### src/rtl/core/tes_pkg.sv
// ----------------------------------------------------------------------------
// Timed event scheduler package
// Shared constants: field widths, action codes, result kinds and defaults.
// ----------------------------------------------------------------------------
package tes_pkg;

  localparam int ACT_W   = 3;
  localparam int AMT_W   = 32;
  localparam int EID_W   = 16;
  localparam int KIND_W  = 2;
  localparam int TIME_W  = 48;

  localparam int SLOTS_DEF    = 16;
  localparam int ID_WIDTH_DEF = 16;

  localparam logic [ACT_W-1:0] ACT_ONCE   = 3'd0;
  localparam logic [ACT_W-1:0] ACT_RECUR  = 3'd1;
  localparam logic [ACT_W-1:0] ACT_CANCEL = 3'd2;
  localparam logic [ACT_W-1:0] ACT_TICK   = 3'd3;
  localparam logic [ACT_W-1:0] ACT_STOP   = 3'd4;
  localparam logic [ACT_W-1:0] ACT_START  = 3'd5;

  localparam logic [KIND_W-1:0] KIND_SCHED  = 2'd0;
  localparam logic [KIND_W-1:0] KIND_FIRED  = 2'd1;
  localparam logic [KIND_W-1:0] KIND_CANCEL = 2'd2;
  localparam logic [KIND_W-1:0] KIND_REJECT = 2'd3;

endpackage

### src/rtl/core/tes_if.sv
// ----------------------------------------------------------------------------
// Timed event scheduler channels
// Valid/ready interfaces for the action channel and the result channel.
// ----------------------------------------------------------------------------
interface tes_in_if;
  import tes_pkg::*;
  logic             valid;
  logic             ready;
  logic [ACT_W-1:0] action;
  logic [AMT_W-1:0] amount;
  logic [EID_W-1:0] event_id;

  modport source (output valid, action, amount, event_id, input ready);
  modport sink   (input valid, action, amount, event_id, output ready);
endinterface

interface tes_out_if;
  import tes_pkg::*;
  logic              valid;
  logic              ready;
  logic [KIND_W-1:0] kind;
  logic [EID_W-1:0]  event_id_res;
  logic              last;

  modport source (output valid, kind, event_id_res, last, input ready);
  modport sink   (input valid, kind, event_id_res, last, output ready);
endinterface

### src/rtl/core/timed_event_scheduler_unit.sv
// ----------------------------------------------------------------------------
// Timed event scheduler
// Timer table with one-shot and recurring events, cancel, tick, start, stop.
// ----------------------------------------------------------------------------
// Every schedule, cancel or tick walks the slot memory one entry a cycle
// through a single compare unit. Schedule and cancel make one pass and then
// hand over their result. A tick makes one pass per fired event plus a
// final pass, with the states FIRE1 and FIRE2 per fire to re-arm the slot
// and a result handshake for each fired event.
// Start, stop and unknown actions are taken in the idle state with no result.
// The input is not ready while a transaction is in progress.
module timed_event_scheduler_unit #(
  parameter int SLOTS    = tes_pkg::SLOTS_DEF,
  parameter int ID_WIDTH = tes_pkg::ID_WIDTH_DEF
) (
  input  logic clk,
  input  logic rst_n,
  tes_in_if.sink    in_if,
  tes_out_if.source out_if
);
  import tes_pkg::*;

  localparam int AW = (SLOTS > 1) ? $clog2(SLOTS) : 1;
  localparam int CW = $clog2(SLOTS + 1);

  localparam logic [2:0] S_IDLE  = 3'd0;
  localparam logic [2:0] S_SCAN  = 3'd1;
  localparam logic [2:0] S_FIRE1 = 3'd2;
  localparam logic [2:0] S_FIRE2 = 3'd3;
  localparam logic [2:0] S_OUT   = 3'd4;

  logic [2:0]          state_r;
  logic [ACT_W-1:0]    op_r;
  logic [AMT_W-1:0]    amt_r;
  logic [ID_WIDTH-1:0] cid_r;
  logic [TIME_W-1:0]   now_r;
  logic [ID_WIDTH-1:0] nfid_r;
  logic                run_r;
  logic [SLOTS-1:0]    valid_r;
  logic [SLOTS-1:0]    fired_r;
  logic [CW-1:0]       cnt_r;
  logic                pv_r;
  logic [AW-1:0]       pidx_r;
  logic                found_r;
  logic [AW-1:0]       best_r;
  logic [TIME_W-1:0]   best_ft_r;
  logic [ID_WIDTH-1:0] best_id_r;
  logic [AMT_W-1:0]    best_iv_r;
  logic [TIME_W-1:0]   sum_r;
  logic                pend_r;
  logic [ID_WIDTH-1:0] pend_id_r;
  logic                ret_fire_r;
  logic                out_valid_r;
  logic [KIND_W-1:0]   out_kind_r;
  logic [EID_W-1:0]    out_id_r;
  logic                out_last_r;

  logic                mem_we;
  logic [TIME_W-1:0]   mem_wft;
  logic [ID_WIDTH-1:0] mem_wid;
  logic [AMT_W-1:0]    mem_wiv;
  logic [TIME_W-1:0]   rft;
  logic [ID_WIDTH-1:0] rid;
  logic [AMT_W-1:0]    riv;

  logic                accept;
  logic                scan_done;
  logic                hit;
  logic                take;
  logic                sched_ok;
  logic [TIME_W-1:0]   refire;
  logic [ID_WIDTH-1:0] nfid_inc;

  tes_slot_mem #(.SLOTS(SLOTS), .ID_WIDTH(ID_WIDTH)) u_mem (
    .clk   (clk),
    .we    (mem_we),
    .waddr (best_r),
    .wft   (mem_wft),
    .wid   (mem_wid),
    .wiv   (mem_wiv),
    .raddr (cnt_r[AW-1:0]),
    .rft   (rft),
    .rid   (rid),
    .riv   (riv)
  );

  assign accept    = in_if.valid && in_if.ready;
  assign in_if.ready = (state_r == S_IDLE);
  assign scan_done = (state_r == S_SCAN) && !pv_r && (cnt_r == CW'(SLOTS));
  assign sched_ok  = run_r && found_r;
  assign nfid_inc  = nfid_r + 1'b1;

  // Shared compare unit: judges the slot whose data just came out of memory.
  always_comb begin
    hit  = 1'b0;
    take = 1'b0;
    case (op_r) inside
      ACT_ONCE, ACT_RECUR: begin
        hit  = !valid_r[pidx_r];
        take = hit && !found_r;
      end
      ACT_CANCEL: begin
        hit  = valid_r[pidx_r] && (rid == cid_r) && (cid_r != '0);
        take = hit && !found_r;
      end
      ACT_TICK: begin
        hit  = valid_r[pidx_r] && !fired_r[pidx_r] && (rft <= now_r);
        take = hit && (!found_r || (rft < best_ft_r) ||
                       ((rft == best_ft_r) && (rid < best_id_r)));
      end
      default: begin
        hit  = 1'b0;
        take = 1'b0;
      end
    endcase
    if (!(state_r == S_SCAN && pv_r)) begin
      take = 1'b0;
    end
  end

  // A recurring event that fell behind is re-armed from the current time.
  assign refire = (sum_r < now_r) ? (now_r + TIME_W'(best_iv_r)) : sum_r;

  always_comb begin
    mem_we  = 1'b0;
    mem_wft = refire;
    mem_wid = best_id_r;
    mem_wiv = best_iv_r;
    if (scan_done && (op_r == ACT_ONCE || op_r == ACT_RECUR)) begin
      mem_we  = sched_ok;
      mem_wft = now_r + TIME_W'(amt_r);
      mem_wid = nfid_r;
      mem_wiv = (op_r == ACT_RECUR) ? amt_r : '0;
    end else if (state_r == S_FIRE2) begin
      mem_we  = (best_iv_r != '0);
    end
  end

  always_ff @(posedge clk) begin
    if (!rst_n) begin
      state_r     <= S_IDLE;
      now_r       <= '0;
      nfid_r      <= ID_WIDTH'(1);
      run_r       <= 1'b0;
      valid_r     <= '0;
      fired_r     <= '0;
      cnt_r       <= '0;
      pv_r        <= 1'b0;
      found_r     <= 1'b0;
      pend_r      <= 1'b0;
      ret_fire_r  <= 1'b0;
      out_valid_r <= 1'b0;
    end else begin
      unique case (state_r)
        S_IDLE: begin
          if (accept) begin
            cnt_r   <= '0;
            pv_r    <= 1'b0;
            found_r <= 1'b0;
            case (in_if.action) inside
              ACT_ONCE, ACT_RECUR, ACT_CANCEL: state_r <= S_SCAN;
              ACT_TICK: begin
                now_r   <= now_r + 1'b1;
                fired_r <= '0;
                pend_r  <= 1'b0;
                state_r <= S_SCAN;
              end
              ACT_STOP: begin
                run_r   <= 1'b0;
                valid_r <= '0;
              end
              ACT_START: run_r <= 1'b1;
              default: ;
            endcase
          end
        end
        S_SCAN: begin
          if (cnt_r < CW'(SLOTS)) begin
            cnt_r <= cnt_r + 1'b1;
            pv_r  <= 1'b1;
          end else begin
            pv_r  <= 1'b0;
          end
          if (take) begin
            found_r <= 1'b1;
          end
          if (scan_done) begin
            case (op_r) inside
              ACT_ONCE, ACT_RECUR: begin
                ret_fire_r  <= 1'b0;
                state_r     <= S_OUT;
                out_valid_r <= 1'b1;
                if (sched_ok) begin
                  valid_r[best_r] <= 1'b1;
                  nfid_r <= (nfid_inc == '0) ? ID_WIDTH'(1) : nfid_inc;
                end
              end
              ACT_CANCEL: begin
                ret_fire_r  <= 1'b0;
                state_r     <= S_OUT;
                out_valid_r <= 1'b1;
                if (found_r) begin
                  valid_r[best_r] <= 1'b0;
                end
              end
              ACT_TICK: begin
                if (found_r) begin
                  fired_r[best_r] <= 1'b1;
                  if (pend_r) begin
                    ret_fire_r  <= 1'b1;
                    out_valid_r <= 1'b1;
                    state_r     <= S_OUT;
                  end else begin
                    ret_fire_r <= 1'b0;
                    state_r    <= S_FIRE1;
                  end
                end else if (pend_r) begin
                  ret_fire_r  <= 1'b0;
                  pend_r      <= 1'b0;
                  out_valid_r <= 1'b1;
                  state_r     <= S_OUT;
                end else begin
                  ret_fire_r <= 1'b0;
                  state_r    <= S_IDLE;
                end
              end
              default: begin
                ret_fire_r <= 1'b0;
                state_r    <= S_IDLE;
              end
            endcase
          end
        end
        S_FIRE1: state_r <= S_FIRE2;
        S_FIRE2: begin
          if (best_iv_r == '0) begin
            valid_r[best_r] <= 1'b0;
          end
          pend_r  <= 1'b1;
          cnt_r   <= '0;
          pv_r    <= 1'b0;
          found_r <= 1'b0;
          state_r <= S_SCAN;
        end
        S_OUT: begin
          if (out_if.ready) begin
            out_valid_r <= 1'b0;
            state_r     <= ret_fire_r ? S_FIRE1 : S_IDLE;
          end
        end
        default: state_r <= S_IDLE;
      endcase
    end
  end

  // Payload registers.
  always_ff @(posedge clk) begin
    if (accept) begin
      op_r  <= in_if.action;
      amt_r <= in_if.amount;
      cid_r <= ID_WIDTH'(in_if.event_id);
    end
    if (state_r == S_SCAN && cnt_r < CW'(SLOTS)) begin
      pidx_r <= cnt_r[AW-1:0];
    end
    if (take) begin
      best_r    <= pidx_r;
      best_ft_r <= rft;
      best_id_r <= rid;
      best_iv_r <= riv;
    end
    if (state_r == S_FIRE1) begin
      sum_r <= best_ft_r + TIME_W'(best_iv_r);
    end
    if (state_r == S_FIRE2) begin
      pend_id_r <= best_id_r;
    end
    if (scan_done) begin
      case (op_r) inside
        ACT_ONCE, ACT_RECUR: begin
          out_kind_r <= sched_ok ? KIND_SCHED : KIND_REJECT;
          out_id_r   <= sched_ok ? EID_W'(nfid_r) : '0;
          out_last_r <= 1'b1;
        end
        ACT_CANCEL: begin
          out_kind_r <= found_r ? KIND_CANCEL : KIND_REJECT;
          out_id_r   <= found_r ? EID_W'(cid_r) : '0;
          out_last_r <= 1'b1;
        end
        default: begin
          out_kind_r <= KIND_FIRED;
          out_id_r   <= EID_W'(pend_id_r);
          out_last_r <= !found_r;
        end
      endcase
    end
  end

  assign out_if.valid        = out_valid_r;
  assign out_if.kind         = out_kind_r;
  assign out_if.event_id_res = out_id_r;
  assign out_if.last         = out_last_r;

  a_out_in_state: assert property (@(posedge clk) disable iff (!rst_n)
    out_valid_r |-> (state_r == S_OUT))
    else $error("result valid outside the output state");

  a_no_accept_busy: assert property (@(posedge clk) disable iff (!rst_n)
    out_valid_r |-> !in_if.ready)
    else $error("input ready while a result is pending");

  a_id_nonzero: assert property (@(posedge clk) disable iff (!rst_n)
    nfid_r != '0)
    else $error("next free id became zero");

  a_reject_form: assert property (@(posedge clk) disable iff (!rst_n)
    (out_valid_r && out_kind_r == KIND_REJECT) |-> (out_last_r && out_id_r == '0))
    else $error("malformed reject result");

  a_stopped_empty: assert property (@(posedge clk) disable iff (!rst_n)
    !run_r |-> (valid_r == '0))
    else $error("live slot while stopped");

endmodule

### src/rtl/core/tes_slot_mem.sv
// ----------------------------------------------------------------------------
// Timed event scheduler slot memory
// Fire time, id and interval of every slot; one write and one registered read.
// ----------------------------------------------------------------------------
module tes_slot_mem #(
  parameter int SLOTS    = tes_pkg::SLOTS_DEF,
  parameter int ID_WIDTH = tes_pkg::ID_WIDTH_DEF
) (
  input  logic                       clk,
  input  logic                       we,
  input  logic [$clog2(SLOTS)-1:0]   waddr,
  input  logic [tes_pkg::TIME_W-1:0] wft,
  input  logic [ID_WIDTH-1:0]        wid,
  input  logic [tes_pkg::AMT_W-1:0]  wiv,
  input  logic [$clog2(SLOTS)-1:0]   raddr,
  output logic [tes_pkg::TIME_W-1:0] rft,
  output logic [ID_WIDTH-1:0]        rid,
  output logic [tes_pkg::AMT_W-1:0]  riv
);
  import tes_pkg::*;

  logic [TIME_W-1:0]   ft_mem [SLOTS];
  logic [ID_WIDTH-1:0] id_mem [SLOTS];
  logic [AMT_W-1:0]    iv_mem [SLOTS];

  always_ff @(posedge clk) begin
    if (we) begin
      ft_mem[waddr] <= wft;
      id_mem[waddr] <= wid;
      iv_mem[waddr] <= wiv;
    end
  end

  always_ff @(posedge clk) begin
    rft <= ft_mem[raddr];
    rid <= id_mem[raddr];
    riv <= iv_mem[raddr];
  end

endmodule

### src/flat_wrapper.sv
// flat-port wrapper written by rule: the top's interface ports become plain ports
module timed_event_scheduler_unit_flat import tes_pkg::*;
#(
  parameter int SLOTS    = tes_pkg::SLOTS_DEF,
  parameter int ID_WIDTH = tes_pkg::ID_WIDTH_DEF
)
  (clk, rst_n, in_if_valid, in_if_action, in_if_amount, in_if_event_id, in_if_ready, out_if_valid, out_if_kind, out_if_event_id_res, out_if_last, out_if_ready);
  tes_in_if in_if_i ();
  tes_out_if out_if_i ();
  input  logic clk;
  input  logic rst_n;
  input wire logic [$bits(in_if_i.valid)-1:0] in_if_valid;
  input wire logic [$bits(in_if_i.action)-1:0] in_if_action;
  input wire logic [$bits(in_if_i.amount)-1:0] in_if_amount;
  input wire logic [$bits(in_if_i.event_id)-1:0] in_if_event_id;
  output wire logic [$bits(in_if_i.ready)-1:0] in_if_ready;
  output wire logic [$bits(out_if_i.valid)-1:0] out_if_valid;
  output wire logic [$bits(out_if_i.kind)-1:0] out_if_kind;
  output wire logic [$bits(out_if_i.event_id_res)-1:0] out_if_event_id_res;
  output wire logic [$bits(out_if_i.last)-1:0] out_if_last;
  input wire logic [$bits(out_if_i.ready)-1:0] out_if_ready;
  assign in_if_i.valid = in_if_valid;
  assign in_if_i.action = in_if_action;
  assign in_if_i.amount = in_if_amount;
  assign in_if_i.event_id = in_if_event_id;
  assign in_if_ready = in_if_i.ready;
  assign out_if_valid = out_if_i.valid;
  assign out_if_kind = out_if_i.kind;
  assign out_if_event_id_res = out_if_i.event_id_res;
  assign out_if_last = out_if_i.last;
  assign out_if_i.ready = out_if_ready;
  timed_event_scheduler_unit #(.SLOTS(SLOTS), .ID_WIDTH(ID_WIDTH)) u_core (.clk(clk), .rst_n(rst_n), .in_if(in_if_i), .out_if(out_if_i));
endmodule
### config.mk
export PLATFORM = sky130hd
export DESIGN_NAME = timed_event_scheduler_unit_flat
export DESIGN_NICKNAME = d
export VERILOG_FILES = /design/src/rtl/core/tes_pkg.sv /design/src/rtl/core/tes_if.sv /design/src/rtl/core/timed_event_scheduler_unit.sv /design/src/rtl/core/tes_slot_mem.sv /design/src/flat_wrapper.sv
export SDC_FILE = /design/constraint.sdc
export NUM_CORES = 2
export LEC_CHECK = 0
export ABC_CLOCK_PERIOD_IN_PS = 13480
export BUFFER_PORTS_ARGS = -buffer_cell sky130_fd_sc_hd__buf_4
export CAP_MARGIN = 20
export CORE_UTILIZATION = 56
export CTS_BUF_LIST = sky130_fd_sc_hd__clkbuf_16
export DETAILED_ROUTE_END_ITERATION = 8
export PLACE_DENSITY = 0.72
export SYNTH_ARGS = -nofsm -noshare
export SYNTH_HDL_FRONTEND = slang
export SYNTH_SLANG_ARGS = --single-unit
### constraint.sdc
create_clock -name clk -period 13.48 [get_ports clk]
set_input_delay 0.674 -clock clk [delete_from_list [all_inputs] [get_ports clk]]
set_output_delay 0.674 -clock clk [all_outputs]
set_load 0.005 [all_outputs]
==> run summary <==
Post-synth net total -> 5,159
M2 GR Usage -> 0.425
Share of layout cells above drive strength 1 -> 0.189
DP Wirelength -> 119,000 um
Area Growth Syn to Fin -> 12.0%
Root Buffer -> clkbuf_16
Post-synth top area share -> 0.638
Port bufs -> 75
GRT overflow -> 0
Die X -> 388 um
Io pins -> 76
Final Hold Viols -> 0
Least-Margin Pin Slew -> 1.21 ns
Post-CTS resize count -> 0
CTS buffer count -> 194
Hold crit path type -> input port to flip-flop
Max VDD drop -> 0.000111 V
Met1 Track Usage GR -> 0.404
Dpl ws -> 8.29 ns
Sequential-to-total area share from yosys stat -> 0.688
First-pass GRT wire length -> 301,000 um
Hold Path Origin -> in_if_action[0]
Most used routing layer -> met2
Final WL -> 204,000 um
CTS H-Tree Depth -> 4
CTS tree -> yes
Setup crit start kind -> flip-flop
Post-synth EDFFs -> 1,774
Endpoint class of the critical path -> flip-flop
Post-layout util -> 0.632
Syn_area_per_cell -> 17.2 sq um
Drt pass-1 iters -> 6
Sink Count -> 1,980
Clock Skews -> 0.0536 ns
Fin crit period -> 5.27 ns
Status -> completed
Post-Syn Area -> 0.0835 sq mm
Num rows -> 141
Upper clock frequency limit -> 190 MHz
Clock Path Buffers -> 3
WL/cell -> 28.5 um
Final Wtd Congestion -> 0.938
Cell taking the most area after synthesis -> edfxtp_1
PwrDens -> 131 mW/mm^2
Static Leak -> 31.0 nW
Die area -> 0.151 sq mm
Initial antenna violation count -> 4
Worst-case reg-to-reg path depth -> 8
Final Net Count -> 5,387
RSZ-0062 raised after global routing -> no
Antenna-violating nets left -> 0
Initial Util -> 0.565
Final slew viol count -> 0
Met3 Usage GRT -> 0.0417
Ys Warns -> 0
Via count -> 46,300
Die Ht -> 388 um
Min setup slack post-route -> 8.21 ns
Top cells by area, synth -> edfxtp_1 64%, mux4_2 13%, dfxtp_1 4.9%, ha_1 3.9%, a21oi_1 1.3%
Dpl cells -> 6,743
Fin crit share -> 0.391
# DRC -> 0
Distinct cells, synth -> 83
Crit path from -> u_core.op_r[2]
DR iter-0 viols -> 5,059
Slew HR -> 0.192
Data arrival time of the worst path -> 5.71 ns
Vias in the first global route -> 45,800
Worst Setup Path Type -> flip-flop to flip-flop
Core Box Area -> 0.148 sq mm
TNS Setup -> 0 ns
Reg clk slew, reported paths -> 0.06 ns
Post-synth top flop -> edfxtp_1
Reg-to-reg critical path startpoint -> u_core.op_r[2]
Post-Layout Cell Count -> 7,167
Clk Latency, worst-skew pair -> 0.83 ns
Hold depth -> 1
Setup-failing EPs final -> 0
Largest net degree at the start of global routing -> 135
Synthesized flop and latch total -> 1,980
Worst Path Required -> 13.91 ns
Max FO, Critical Path -> 49
Mapped Cells -> 4,843
GRT Util Overall -> 0.273
Vias per cell -> 6.46
Async SR Flop Fraction -> 0
Max cap viols -> 0
==> stage by stage <==
stage	power [mW]	cell area [sq um]	hold WS [ns]
after floorplan	7.05	83500	0.386
after global placement	7.16	86700	0.390
after detailed placement	7.17	86700	0.389
after CTS	12.4	93300	0.00194
after global routing	12.6	93500	0.0198
final	12.3	93500	0.0506
==> Yosys cell counts (17+ instances only) <==
cell type / instances
edfxtp_1: 1774
mux4_2: 483
nand2_1: 275
ha_1: 258
a21oi_1: 224
dfxtp_1: 206
inv_1: 149
clkbuf_1: 147
o21ai_0: 141
nor2_1: 135
xnor2_1: 125
nand3_1: 117
a21o_1: 99
nor3_1: 66
and2_1: 64
nor2b_1: 57
nand4_1: 54
xor2_1: 39
buf_1: 38
nor4_1: 35
a31oi_1: 29
o21a_1: 29
nand2b_1: 27
and3_1: 24
mux2i_1: 24
a211oi_1: 17
==> registers in the layout (all words and copies together), names as in the netlist, 48 cells and up <==
signal,cells
u_core.u_mem.iv_mem,512
u_core.u_mem.rft,48
u_core.u_mem.id_mem,256
u_core.sum_r,48
u_core.u_mem.ft_mem,768
u_core.best_ft_r,48
u_core.now_r,48
==> worst max-delay path: stages, from the launching register on <==
cell and delay [ns]:
edfxtp_1 0.67, or2_2 0.67, nor2_4 0.81, nand2_1 0.39, and2_1 0.27, buf_4 0.24, nor2b_4 0.14, buf_4 0.69
buf_4 0.90
==> cells in the final DEF, fill, tap and decap left out, drive strengths merged, types with 11 or more instances in the layout <==
cell         synthesis  routed
xor2                39      39
bufinv               0      15
or3                 14      14
inv                149     206
a21oi              224     224
nor2b               57      57
and3                24      24
nor2               137     137
and2                65      65
nand4               54      54
a31oi               30      30
nor4                36      36
xnor2              125     125
a211oi              18      18
nand2b              27      27
a21boi              14      14
nand3              117     117
nor3                66      66
mux2i               24      24
buf                 48     185
ha                 258     258
a21o                99      99
o21ai              146     146
edfxtp            1774    1774
clkinv               0      88
nand2              275     275
dlygate4sd3          0      44
clkbuf             149     196
dfxtp              206     206
o21a                29      29
o211ai              11      11
mux4               490     490
==> repair_timing <==
action	CTS	global route
hold buffers	44	0
hold endpoints to repair	44	0
buffers inserted	0	0
==> final timing paths <==
kind | end | slack (ns)
worst min-delay path | u_core.op_r[0] | 0.05
worst max register to register | u_core.u_mem.iv_mem[1][26] | 8.21
worst min register to register | u_core.best_iv_r[5] | 0.40
worst max-delay path | u_core.u_mem.iv_mem[1][26] | 8.21
==> where the power goes <==
group | switching [mW] | internal (mW)
sequential | 0.0477 | 6.63
combinational | 0.177 | 0.194
clock | 2.30 | 2.93
total | 2.52 | 9.76
==> area by class of cell <==
class | count | area (sq um)
repair buffers | 229 | 2000
inverters | 149 | 559
diodes | 1 | 2.50
fillers | 10200 | 54400
flip-flops and latches | 1980 | 57400
clock buffers | 196 | 4900
multi-input cells | 2517 | 24900
well taps | 1930 | 2410
clock inverters | 165 | 1280
==> cells by family (layout without fill, tap and decap cells) <==
| group | Yosys count | in the layout | synth area share |
|---|---|---|---|
| AOI/OAI and AO/OA | 671 | 671 | 0.0507 |
| xor gates and xnor gates | 164 | 164 | 0.0172 |
| other | 0 | 1 | 0 |
| buffers and inverters | 346 | 739 | 0.0159 |
| adders and majority gates | 261 | 261 | 0.0394 |
| DFF | 1980 | 1980 | 0.688 |
| muxes | 516 | 516 | 0.136 |
| and+or+nand+nor | 905 | 905 | 0.0537 |
==> metal layers <==
metal	part of all wire	wire, um
met5	0	0
met4	0.027	5600
met3	0.083	16900
met2	0.47	96000
met1	0.42	85700
Power figures use the tool's default switching activity.
